[config.mk]
export PLATFORM = sky130hd
export DESIGN_NAME = spoken_number_one_wire_sender_flat
export DESIGN_NICKNAME = d
export VERILOG_FILES = /design/src/rtl/sns_pkg.sv /design/src/rtl/sns_if.sv /design/src/rtl/sns_front.sv /design/src/rtl/sns_queue.sv /design/src/rtl/sns_back.sv /design/src/rtl/spoken_number_one_wire_sender.sv /design/src/flat_wrapper.sv
export SDC_FILE = /design/constraint.sdc
export NUM_CORES = 1
export LEC_CHECK = 0
export BUFFER_PORTS_ARGS = -buffer_cell sky130_fd_sc_hd__buf_4
export CAP_MARGIN = 20
export CORE_ASPECT_RATIO = 2
export CORE_MARGIN = 3
export CORE_UTILIZATION = 55
export CTS_CLUSTER_DIAMETER = 40
export CTS_CLUSTER_SIZE = 24
export DETAILED_ROUTE_END_ITERATION = 6
export PLACE_DENSITY = 0.72
export SLEW_MARGIN = 10
export SYNTH_ARGS = -nofsm -noshare
export SYNTH_HDL_FRONTEND = slang
export SYNTH_SLANG_ARGS = --single-unit
[constraint.sdc]
create_clock -name clk -period 5.7 [get_ports clk]
set_input_delay 0.285 -clock clk [delete_from_list [all_inputs] [get_ports clk]]
set_output_delay 0.285 -clock clk [all_outputs]
set_load 0.005 [all_outputs]
[src/rtl/sns_pkg.sv]
// Shared types and constants for the spoken-number one-wire sender.
package sns_pkg;

    localparam int MAX_PHRASE  = 6;
    localparam int POS_W       = 3;
    localparam int QUEUE_DEPTH = 2;

    localparam logic [15:0] NUMBER_LIMIT = 16'd1000;

    // Configuration register indexes
    localparam logic [2:0] REG_START_LOW     = 3'd0;
    localparam logic [2:0] REG_LONG          = 3'd1;
    localparam logic [2:0] REG_SHORT         = 3'd2;
    localparam logic [2:0] REG_DIGIT_BASE    = 3'd3;
    localparam logic [2:0] REG_TENS_WORD     = 3'd4;
    localparam logic [2:0] REG_HUNDREDS_WORD = 3'd5;
    localparam logic [2:0] REG_UNITS_WORD    = 3'd6;

    // Reset values of the configuration registers
    localparam logic [7:0] RST_START_LOW     = 8'h05;
    localparam logic [7:0] RST_LONG          = 8'h03;
    localparam logic [7:0] RST_SHORT         = 8'h01;
    localparam logic [7:0] RST_DIGIT_BASE    = 8'h0c;
    localparam logic [7:0] RST_TENS_WORD     = 8'h16;
    localparam logic [7:0] RST_HUNDREDS_WORD = 8'h17;
    localparam logic [7:0] RST_UNITS_WORD    = 8'h18;

    typedef struct packed {
        logic [7:0] start_low_ticks;
        logic [7:0] long_ticks;
        logic [7:0] short_ticks;
        logic [7:0] digit_base_code;
        logic [7:0] tens_word_code;
        logic [7:0] hundreds_word_code;
        logic [7:0] units_word_code;
    } cfg_t;

    // Classified transaction handed from the front to the back
    typedef struct packed {
        logic       is_play;
        logic       in_range;
        logic       busy_level;
        logic [3:0] hundreds;
        logic [3:0] tens;
        logic [3:0] ones;
    } cmd_t;

    typedef struct packed {
        logic line_level;
        logic idle;
        logic request_dropped;
    } result_t;

endpackage

[src/rtl/sns_if.sv]
// Handshake channels for requests and results.
interface sns_req_if;
    logic        valid;
    logic        ready;
    logic        req_type;
    logic [15:0] number;
    logic        busy_level;

    modport source (output valid, output req_type, output number, output busy_level,
                    input ready);
    modport sink   (input valid, input req_type, input number, input busy_level,
                    output ready);
endinterface

interface sns_res_if;
    logic valid;
    logic ready;
    logic line_level;
    logic idle;
    logic request_dropped;

    modport source (output valid, output line_level, output idle, output request_dropped,
                    input ready);
    modport sink   (input valid, input line_level, input idle, input request_dropped,
                    output ready);
endinterface

[src/rtl/sns_front.sv]
// Front end: classifies a request and splits the number into decimal digits.
module sns_front (
    input  logic          req_type,
    input  logic [15:0]   number,
    input  logic          busy_level,
    output sns_pkg::cmd_t cmd
);
    import sns_pkg::*;

    logic [9:0]  n10;
    logic [15:0] h_prod;
    logic [3:0]  h_est;
    logic [9:0]  rem_est;
    logic        h_fix;
    logic [3:0]  hundreds;
    logic [6:0]  rem;
    logic [14:0] t_prod;
    logic [3:0]  tens;
    logic [6:0]  t_times10;

    assign n10 = number[9:0];

    // n / 100 by reciprocal 41 / 4096, then one correction step
    assign h_prod  = 16'(n10) * 16'd41;
    assign h_est   = h_prod[15:12];
    assign rem_est = n10 - 10'(h_est) * 10'd100;
    assign h_fix   = (rem_est >= 10'd100);
    assign hundreds = h_fix ? h_est + 4'd1 : h_est;
    assign rem      = h_fix ? 7'(rem_est - 10'd100) : rem_est[6:0];

    // rem / 10 by reciprocal 205 / 2048, exact below 1029
    assign t_prod    = 15'(rem) * 15'd205;
    assign tens      = t_prod[14:11];
    assign t_times10 = 7'(tens) * 7'd10;

    always_comb
    begin
        cmd.is_play    = req_type;
        cmd.in_range   = (number < NUMBER_LIMIT);
        cmd.busy_level = busy_level;
        cmd.hundreds   = hundreds;
        cmd.tens       = tens;
        cmd.ones       = 4'(rem - t_times10);
    end

endmodule

[src/rtl/sns_queue.sv]
// Two-entry queue between the front end and the line sequencer.
module sns_queue (
    input  logic          clk,
    input  logic          rst_n,
    input  logic          push,
    input  sns_pkg::cmd_t push_data,
    output logic          full,
    input  logic          pop,
    output logic          head_valid,
    output sns_pkg::cmd_t head_data
);
    import sns_pkg::*;

    localparam int PTR_W = $clog2(QUEUE_DEPTH);

    cmd_t             entry_reg [QUEUE_DEPTH];
    logic [PTR_W-1:0] wr_ptr_reg, wr_ptr_next;
    logic [PTR_W-1:0] rd_ptr_reg, rd_ptr_next;
    logic [PTR_W:0]   count_reg,  count_next;

    assign full       = (count_reg == (PTR_W+1)'(QUEUE_DEPTH));
    assign head_valid = (count_reg != '0);
    assign head_data  = entry_reg[rd_ptr_reg];

    always_comb
    begin
        wr_ptr_next = wr_ptr_reg;
        rd_ptr_next = rd_ptr_reg;
        count_next  = count_reg;
        if (push)
        begin
            wr_ptr_next = (wr_ptr_reg == PTR_W'(QUEUE_DEPTH - 1)) ? '0 : wr_ptr_reg + 1'b1;
        end
        if (pop)
        begin
            rd_ptr_next = (rd_ptr_reg == PTR_W'(QUEUE_DEPTH - 1)) ? '0 : rd_ptr_reg + 1'b1;
        end
        if (push && !pop)
        begin
            count_next = count_reg + 1'b1;
        end
        else if (!push && pop)
        begin
            count_next = count_reg - 1'b1;
        end
    end

    always_ff @(posedge clk or negedge rst_n)
    begin
        if (!rst_n)
        begin
            wr_ptr_reg <= '0;
            rd_ptr_reg <= '0;
            count_reg  <= '0;
        end
        else
        begin
            wr_ptr_reg <= wr_ptr_next;
            rd_ptr_reg <= rd_ptr_next;
            count_reg  <= count_next;
        end
    end

    always_ff @(posedge clk)
    begin
        if (push)
        begin
            entry_reg[wr_ptr_reg] <= push_data;
        end
    end

endmodule

[src/rtl/sns_back.sv]
// Line sequencer: builds the phrase and drives the pulse-width frames tick by tick.
module sns_back (
    input  logic            clk,
    input  logic            rst_n,
    input  sns_pkg::cfg_t   cfg,
    input  logic            cmd_valid,
    input  sns_pkg::cmd_t   cmd,
    output logic            cmd_pop,
    output logic            res_valid,
    input  logic            res_ready,
    output sns_pkg::result_t res
);
    import sns_pkg::*;

    localparam logic [2:0] PH_IDLE  = 3'd0;
    localparam logic [2:0] PH_START = 3'd1;
    localparam logic [2:0] PH_HIGH  = 3'd2;
    localparam logic [2:0] PH_LOW   = 3'd3;
    localparam logic [2:0] PH_WAIT  = 3'd4;

    logic [2:0]       phase_reg,    phase_next;
    logic [7:0]       tick_reg,     tick_next;
    logic [7:0]       shift_reg,    shift_next;
    logic [2:0]       bit_reg,      bit_next;
    logic [POS_W-1:0] length_reg,   length_next;
    logic [POS_W-1:0] position_reg, position_next;
    logic [7:0]       codes_reg [MAX_PHRASE];
    logic [7:0]       codes_next [MAX_PHRASE];
    logic             codes_we;
    logic             res_valid_reg, res_valid_next;
    result_t          res_reg, res_next;

    logic             cur_level;
    logic [7:0]       dur_raw;
    logic [7:0]       dur;
    logic [7:0]       tick_inc;
    logic [7:0]       code_h;
    logic [7:0]       code_t;
    logic [7:0]       code_o;
    logic [POS_W-1:0] position_inc;

    assign cmd_pop   = cmd_valid && (!res_valid_reg || res_ready);
    assign res_valid = res_valid_reg;
    assign res       = res_reg;

    assign cur_level = !(phase_reg == PH_START || phase_reg == PH_LOW);
    assign tick_inc  = tick_reg + 8'd1;
    assign code_h    = cfg.digit_base_code + 8'(cmd.hundreds);
    assign code_t    = cfg.digit_base_code + 8'(cmd.tens);
    assign code_o    = cfg.digit_base_code + 8'(cmd.ones);
    assign position_inc = position_reg + 1'b1;

    always_comb
    begin
        unique case (phase_reg)
            PH_START: dur_raw = cfg.start_low_ticks;
            PH_HIGH:  dur_raw = shift_reg[0] ? cfg.long_ticks : cfg.short_ticks;
            default:  dur_raw = shift_reg[0] ? cfg.short_ticks : cfg.long_ticks;
        endcase
        // a zero duration counts as one tick
        dur = (dur_raw == 8'd0) ? 8'd1 : dur_raw;
    end

    always_comb
    begin
        phase_next    = phase_reg;
        tick_next     = tick_reg;
        shift_next    = shift_reg;
        bit_next      = bit_reg;
        length_next   = length_reg;
        position_next = position_reg;
        codes_next    = codes_reg;
        codes_we      = 1'b0;
        res_next      = res_reg;
        res_next.line_level      = cur_level;
        res_next.request_dropped = 1'b0;

        if (cmd.is_play)
        begin
            if (phase_reg != PH_IDLE || !cmd.in_range)
            begin
                res_next.request_dropped = 1'b1;
            end
            else
            begin
                codes_we = 1'b1;
                if (cmd.hundreds != 4'd0)
                begin
                    codes_next[0] = code_h;
                    codes_next[1] = cfg.hundreds_word_code;
                    codes_next[2] = code_t;
                    codes_next[3] = cfg.tens_word_code;
                    codes_next[4] = code_o;
                    codes_next[5] = cfg.units_word_code;
                    length_next   = POS_W'(6);
                end
                else if (cmd.tens != 4'd0)
                begin
                    codes_next[0] = code_t;
                    codes_next[1] = cfg.tens_word_code;
                    codes_next[2] = code_o;
                    codes_next[3] = cfg.units_word_code;
                    length_next   = POS_W'(4);
                end
                else
                begin
                    codes_next[0] = code_o;
                    codes_next[1] = cfg.units_word_code;
                    length_next   = POS_W'(2);
                end
                position_next = '0;
                shift_next    = codes_next[0];
                bit_next      = '0;
                tick_next     = '0;
                phase_next    = PH_START;
                res_next.line_level = 1'b0;
            end
        end
        else if (phase_reg == PH_WAIT)
        begin
            // advance once the chip reports it has finished the last code
            if (cmd.busy_level)
            begin
                position_next = position_inc;
                if (position_inc < length_reg)
                begin
                    shift_next = codes_reg[position_inc];
                    bit_next   = '0;
                    tick_next  = '0;
                    phase_next = PH_START;
                end
                else
                begin
                    phase_next = PH_IDLE;
                end
            end
        end
        else if (phase_reg != PH_IDLE)
        begin
            tick_next = tick_inc;
            if (tick_inc >= dur)
            begin
                tick_next = '0;
                unique case (phase_reg)
                    PH_START: phase_next = PH_HIGH;
                    PH_HIGH:  phase_next = PH_LOW;
                    default:
                    begin
                        shift_next = {1'b0, shift_reg[7:1]};
                        if (bit_reg == 3'd7)
                        begin
                            bit_next   = '0;
                            phase_next = PH_WAIT;
                        end
                        else
                        begin
                            bit_next   = bit_reg + 1'b1;
                            phase_next = PH_HIGH;
                        end
                    end
                endcase
            end
        end

        res_next.idle = (phase_next == PH_IDLE);
        res_valid_next = cmd_pop || (res_valid_reg && !res_ready);
    end

    always_ff @(posedge clk or negedge rst_n)
    begin
        if (!rst_n)
        begin
            phase_reg     <= PH_IDLE;
            tick_reg      <= '0;
            shift_reg     <= '0;
            bit_reg       <= '0;
            length_reg    <= '0;
            position_reg  <= '0;
            res_valid_reg <= 1'b0;
        end
        else
        begin
            res_valid_reg <= res_valid_next;
            if (cmd_pop)
            begin
                phase_reg    <= phase_next;
                tick_reg     <= tick_next;
                shift_reg    <= shift_next;
                bit_reg      <= bit_next;
                length_reg   <= length_next;
                position_reg <= position_next;
            end
        end
    end

    always_ff @(posedge clk)
    begin
        if (cmd_pop)
        begin
            res_reg <= res_next;
            if (codes_we)
            begin
                codes_reg <= codes_next;
            end
        end
    end

endmodule

[src/rtl/spoken_number_one_wire_sender.sv]
// Top level of the spoken-number one-wire sender.
//
//  channel   dir  handshake      payload
//  request   in   valid/ready    req_type, number[15:0], busy_level
//  result    out  valid/ready    line_level, idle, request_dropped
//  cfg       in   cfg_wr_en      cfg_index[2:0], cfg_data[7:0]
//
// One result per transaction; a transaction enters every cycle while the queue has room,
// and its result is registered and appears in the cycle after it leaves the two-entry
// queue into the sequencer. The sequencer state update (tick counter, shift register,
// phase) is the loop that sets the rate of one transaction per clock unless results stall.
// Reset clears the phase, counters and queue; configuration returns to defaults.
// A stalled result holds; the queue keeps taking requests until it is full.
module spoken_number_one_wire_sender (
    input  logic       clk,
    input  logic       rst_n,
    sns_req_if.sink    request,
    sns_res_if.source  result,
    input  logic       cfg_wr_en,
    input  logic [2:0] cfg_index,
    input  logic [7:0] cfg_data
);
    import sns_pkg::*;

    cfg_t    cfg_reg;
    cmd_t    front_cmd;
    cmd_t    head_cmd;
    logic    queue_full;
    logic    head_valid;
    logic    head_pop;
    result_t res;

    always_ff @(posedge clk or negedge rst_n)
    begin
        if (!rst_n)
        begin
            cfg_reg.start_low_ticks    <= RST_START_LOW;
            cfg_reg.long_ticks         <= RST_LONG;
            cfg_reg.short_ticks        <= RST_SHORT;
            cfg_reg.digit_base_code    <= RST_DIGIT_BASE;
            cfg_reg.tens_word_code     <= RST_TENS_WORD;
            cfg_reg.hundreds_word_code <= RST_HUNDREDS_WORD;
            cfg_reg.units_word_code    <= RST_UNITS_WORD;
        end
        else if (cfg_wr_en)
        begin
            // drop writes to unused indexes
            unique case (cfg_index)
                REG_START_LOW:     cfg_reg.start_low_ticks    <= cfg_data;
                REG_LONG:          cfg_reg.long_ticks         <= cfg_data;
                REG_SHORT:         cfg_reg.short_ticks        <= cfg_data;
                REG_DIGIT_BASE:    cfg_reg.digit_base_code    <= cfg_data;
                REG_TENS_WORD:     cfg_reg.tens_word_code     <= cfg_data;
                REG_HUNDREDS_WORD: cfg_reg.hundreds_word_code <= cfg_data;
                REG_UNITS_WORD:    cfg_reg.units_word_code    <= cfg_data;
                default:           cfg_reg <= cfg_reg;
            endcase
        end
    end

    sns_front u_front (
        .req_type   (request.req_type),
        .number     (request.number),
        .busy_level (request.busy_level),
        .cmd        (front_cmd)
    );

    assign request.ready = !queue_full;

    sns_queue u_queue (
        .clk        (clk),
        .rst_n      (rst_n),
        .push       (request.valid && !queue_full),
        .push_data  (front_cmd),
        .full       (queue_full),
        .pop        (head_pop),
        .head_valid (head_valid),
        .head_data  (head_cmd)
    );

    sns_back u_back (
        .clk       (clk),
        .rst_n     (rst_n),
        .cfg       (cfg_reg),
        .cmd_valid (head_valid),
        .cmd       (head_cmd),
        .cmd_pop   (head_pop),
        .res_valid (result.valid),
        .res_ready (result.ready),
        .res       (res)
    );

    assign result.line_level      = res.line_level;
    assign result.idle            = res.idle;
    assign result.request_dropped = res.request_dropped;

endmodule

[src/flat_wrapper.sv]
// flat-port wrapper written by rule: the top's interface ports become plain ports
module spoken_number_one_wire_sender_flat import sns_pkg::*;
  (clk, rst_n, cfg_wr_en, cfg_index, cfg_data, request_valid, request_req_type, request_number, request_busy_level, request_ready, result_valid, result_line_level, result_idle, result_request_dropped, result_ready);
  sns_req_if request_i ();
  sns_res_if result_i ();
  input  logic clk;
  input  logic rst_n;
  input  logic cfg_wr_en;
  input  logic [2:0] cfg_index;
  input  logic [7:0] cfg_data;
  input wire logic [$bits(request_i.valid)-1:0] request_valid;
  input wire logic [$bits(request_i.req_type)-1:0] request_req_type;
  input wire logic [$bits(request_i.number)-1:0] request_number;
  input wire logic [$bits(request_i.busy_level)-1:0] request_busy_level;
  output wire logic [$bits(request_i.ready)-1:0] request_ready;
  output wire logic [$bits(result_i.valid)-1:0] result_valid;
  output wire logic [$bits(result_i.line_level)-1:0] result_line_level;
  output wire logic [$bits(result_i.idle)-1:0] result_idle;
  output wire logic [$bits(result_i.request_dropped)-1:0] result_request_dropped;
  input wire logic [$bits(result_i.ready)-1:0] result_ready;
  assign request_i.valid = request_valid;
  assign request_i.req_type = request_req_type;
  assign request_i.number = request_number;
  assign request_i.busy_level = request_busy_level;
  assign request_ready = request_i.ready;
  assign result_valid = result_i.valid;
  assign result_line_level = result_i.line_level;
  assign result_idle = result_i.idle;
  assign result_request_dropped = result_i.request_dropped;
  assign result_i.ready = result_ready;
  spoken_number_one_wire_sender u_core (.clk(clk), .rst_n(rst_n), .request(request_i), .result(result_i), .cfg_wr_en(cfg_wr_en), .cfg_index(cfg_index), .cfg_data(cfg_data));
endmodule
---- Word level (Yosys, flattened, before mapping) ----
Memories as Yosys holds them, arrays and structs flattened.
Cells that the tools add are included.
word-level totals
  register bits after elaboration ......... 140
  latch bits .............................. 0
  bits in writable memories ............... 30
  memory bits (read-only) ................. 0
  input port bits ......................... 34
  output and inout port bits .............. 5
  memories ................................ 1
cells by class
  add/subtract/negate cells ............... 14
  multiply operators ...................... 4
  div/mod/pow operators ................... 0
  order comparisons ....................... 5
  equal/unequal tests ..................... 16
  shifts and indexed selects .............. 0
  multiplexer cells ....................... 61
  bitwise logic cells ..................... 2
  reductions and logical operators ........ 44
memory list
  memory                    depth  bits a word  rd ports  clocked after Yosys merged registers in  write ports  RTL line         text
  u_core.u_queue.entry_reg  2      15           1         0                                        1            sns_queue.sv:16  cmd_t entry_reg [QUEUE_DEPTH];
operators by type and width
  cell                   number
  $mux 8                 20
  $mux 3                 21
  $mux 16                2
  $mux 32                1
  $add 8x4->8            3
  $bmux 8 s3             1
  $lt 16x10->1 const B   1
  $mul 10x6->16 const B  1
  $pmux 8 s2             1
  $eq 3x3->1 const B     5
  $mul 7x8->15 const B   1
  $reduce_and 5->1       3
  $reduce_and 2->1       7
  $eq 3x2->1 const B     4
  $ge 10x7->1 const B    1
  $mux 1                 10
  $reduce_bool 2->1      5
  $sub 10x10->10         1
  $ne 3x1->1 const B     3
  $reduce_bool 3->1      3
  $add 8x1->8 const B    1
  $ge 8x8->1             1
  $logic_not 8->1        1
  $mul 4x5->8 const B    1
  other kinds (28)       48

---- Longest topological paths before layout ----
  depth in word-level cells ............... 10
  gate-level depth with buffers ........... 43
  depth with buffers taken out ............ 43

---- Hierarchy ----
A second synthesis with hierarchy kept.
unflattened totals
  cells, all modules ...................... 969
  area total of the unflattened synthesis .. 11034.3 µm²
by module, submodules not included
  module                         instances  cells each  area an instance (µm²)  seq. area each (µm²)
  sns_back                       1          532         5246.3                  2232.1
  sns_front                      1          246         2287.2                  0.0
  spoken_number_one_wire_sender  1          128         2177.1                  1421.4
  sns_queue                      1          63          1323.8                  1001.0

---- Worst setup path after synthesis ----
No wires, ideal clock.
  path type ............................... input to register
  start ................................... input port request_number[1]
  end ..................................... memory u_core.u_queue.entry_reg[0][3] (netlist bit) (data pin)
  library setup time ...................... 0.270 ns
  arrival time ............................ 9.350 ns
  data required time ...................... 5.430 ns
  slack ................................... -3.919 ns
  stages on the path ...................... 41
  path through ............................ ha_1 -> fa_1 -> ha_1 -> ha_1 -> nand4_1 -> o21bai_1 -> a21o_1 -> a21oi_1 -> o21ai_0 -> and4_1 -> a2111oi_0 -> o21bai_1 -> xor2_1 -> ha_1 -> ha_1 -> fa_1 -> xnor2_1 -> ha_1 -> (+5 left out) -> xor2_1 -> ha_1 -> ha_1 -> fa_1 -> inv_1 -> fa_1 -> inv_1 -> ha_1 -> nand4_1 -> nor3_1 -> a211oi_4 -> xnor2_1 -> ha_1 -> inv_1 -> fa_1 -> xor2_1 -> xnor3_1 -> xnor2_1
RTL lines
  element      RTL line            text
  from (decl)  flat_wrapper.sv:13  input wire logic [$bits(request_i.number)-1:0] request_number;
  to (decl)    sns_queue.sv:16

==> summary.md <==
| Metric | Value |
|---|---|
| Status | `complete, but fails checks` |
| Failing checks | `negative setup slack` |
| Async SR Flop Fraction | `0.521` |
| Smallest hold slack | `between 0.04 and 0.05 ns` |
| WL/cell | `between 15 and 20 µm` |
| Commonest cells in the netlist | `ha_1 (107), nand2_1 (83), edfxtp_1 (81), mux2_2 (81), dfrtp_1 (72)` |
| Placement Rows | `71` |
| Netlist cell types | `68` |
| EDFF count, synth | `81` |
| Fin worst setup slack | `-3.21 ns` |
| Final #Nets | `roughly 1.2k` |
| Layout cells sized above 1 | `0.327` |
| Vias in the first global route | `between 8k and 9k` |
| Most frequent cell after synthesis | `ha_1` |
| Finished layout cell area | `13100 µm²` |
| Final Hold Fails | `0` |
| Synthesized area per cell | `11.4 µm²` |
| Worst Hold Class | `in -> reg` |
| CP Max Fanout | `3` |
| Prevailing post-synth register cell | `edfxtp_1` |
| CTS tree | `yes` |
| DRT iter0 DRCs | `roughly 470` |
| Seq/Total Area, Yosys | `0.434` |
| Max stage delay on crit path | `0.55 ns` |
| First-pass GRT wire length | `41700 µm` |
| Period utilisation layout | `1.56` |
| Pin count of the biggest net entering global routing | `65` |
| Final wirelength | `25300 µm` |
| RSZ-0062 raised after global routing | `true` |
| Post-Synthesis Cells | `between 900 and 1k` |
| Fmax | `0.112 GHz` |
| HPWL Detailed | `18900 µm` |
| Worst setup path class | `in -> reg` |
| H-tree Lvls | `4` |
| Mapped Nets | `between 1k and 1.5k` |
| Worst-margin pin slew | `1.10 ns` |
| Slew margin rel. | `0.265` |
| Area share of the leading cell type in the synthesized netlist | `0.227` |
| DRC | `0` |
| Cell Area, Synth | `10700 µm²` |
| Register bit total from synthesis | `169` |
| Die X | `105 µm` |
| CP Launch Type | `input pin` |
| Boundary Pins | `39` |
| Clk sinks | `169` |
| Max Cap Violations | `0` |
| TNS Setup | `-35.29 ns` |
| Remaining antenna violation count | `0` |
| CTS max path bufs | `2` |
| Die footprint | `about 21000 µm²` |
| Diode count | `0` |
| Clk_skew | `between 0.01 and 0.015 ns` |
| Starting Density | `0.565` |
| Crit path time final | `between 8 and 9 ns` |
| Antenna violations before repair | `0` |
| Core ar. | `~19000 µm²` |
| Most used cell, CP | `ha_4` |
| Layout Cells excl Fill | `1326` |
| Final Max Slew Viols | `0` |
| CTS root buf | `clkbuf_16` |
| Cells after DPL | `1273` |
| P&R area growth vs syn | `21.6%` |
| Synth Warn # | `0` |
| Largest cells by area after synthesis | `edfxtp_1 (23%), dfrtp_1 (17%), ha_1 (12%)` |
| DP Area | `12000 µm²` |
| Via Count | `7621` |
| # port buffers | `38` |
| RD Place Congestion | `0.898` |
| Die height | `204 µm` |
| Gr usage total | `0.249` |
| Total CTS buffers | `17` |
| Max reg flops | `56` |
| Clock-pin slew on the worst setup and hold paths | `0.06 ns` |
| Overflow after GRT | `0` |
| Synth area leader | `edfxtp_1` |
| Worst setup EP type | `flop` |
| WP data required | `slightly below 6 ns` |
| TritonRoute pass-1 iters | `7` |
| Drt via density | `5.75` |
| Setup violators final | `14` |
| CP arrival | `9.07 ns` |
| Slowest CP cell | `fa_1` |
| Clock Latency Late Sink | `roughly 0.43 ns` |
==> area by class of cell <==
type                            instances  area, µm²
Inverter                               52        195
Clock buffer                           19        433
Sequential cell                       169       4650
Clock inverter                         13        105
Multi-Input combinational cell        682       6280
Timing Repair Buffer                  136       1060
Fill cell                            1453       5960
Tap cell                              255        319
==> what timing repair did <==
| action | CTS | global route |
|---|---|---|
| pin swaps | 66 | 35 |
| cloned | 0 | 0 |
| setup buffers | 19 | 4 |
| hold buffers | 1 | 0 |
| endpoints found under the hold margin | 16 | 0 |
| resized for setup | 45 | 17 |
| endpoints found under the setup margin | 14 | 16 |
==> through the flow <==
step	setup slack, ns	utilization
2_1_floorplan	-3.13	-
3_3_place_gp	-3.61	0.632
3_5_place_dp	-3.90	0.632
4_1_cts	-3.09	0.681
5_1_grt	-3.59	0.686
6_report	-3.21	0.686
==> logic make-up after synthesis <==
logic type      Yosys count  share of synthesized area
compound gates          162                     0.0964
buf+inv                  88                     0.0316
fa+ha+maj               125                      0.158
mux                     119                      0.130
flops                   169                      0.434
simple gates            218                      0.101
xor+xnor                 58                     0.0493
==> metal layers <==
layer	up-vias	track usage	routed length, µm
li1	3636	-	-
met1	3770	0.242	8760
met2	148	0.494	14900
met3	67	0.0333	550
met4	0	0.134	1140
met5	-	0	0
==> final timing paths <==
kind / start / end / slack, ns / cells after the start
hold / removal: request_busy_level / u_core.u_queue.entry_reg[0][12]$_DFFE_PP_ / 0.04 / 1
min in group asynchronous: rst_n / u_core.cfg_reg[22]$_DFFE_PN0P_ / 0.33 / 2
setup / recovery: request_number[3] / u_core.u_queue.entry_reg[0][3]$_DFFE_PP_ / -3.21 / 45
hold reg to reg: u_core.u_queue.wr_ptr_reg$_DFFE_PN0P_ / u_core.u_queue.wr_ptr_reg$_DFFE_PN0P_ / 0.50 / 1
max in group asynchronous: rst_n / u_core.cfg_reg[51]$_DFFE_PN0P_ / 4.21 / 3
setup reg to reg: u_core.u_back.phase_reg[1]$_DFFE_PN0P_ / u_core.u_back.shift_reg[1]$_DFFE_PN0P_ / 0.89 / 18
==> cell usage in the layout, fill, tap and decap left out, types with 5 or more instances in the layout <==
master	synthesis	routed
nand2b_1	15	15
nand4_1	5	5
nor3_1	15	12
ha_1	107	90
mux4_2	8	8
nor2_1	37	33
o21ai_0	49	44
ha_4	0	16
fa_1	18	14
a221oi_1	7	7
nand2_1	83	82
nand3_1	13	13
inv_2	0	8
a21oi_1	41	36
nor2_4	1	5
and3_1	8	8
dfstp_2	16	16
a21o_1	9	9
edfxtp_1	81	81
inv_1	52	44
nor2b_1	11	10
o21bai_1	5	5
buf_4	0	129
a22oi_1	7	7
xnor2_2	1	8
clkbuf_16	0	17
and2_1	5	5
a211oi_1	10	9
dfrtp_1	72	72
xnor2_1	35	26
mux2_2	81	80
mux2i_1	30	28
xor2_1	21	18
==> critical path, delay by kind of cell <==
family / cells / cell delay, ns
fa+ha+maj: 15 / 4.48
compound gates: 12 / 1.83
xor+xnor: 7 / 1.32
simple gates: 5 / 0.58
buf+inv: 6 / 0.55
Power is not shown: default switching activity piles up to over one toggle a cycle in this logic, so the estimate is an artifact.
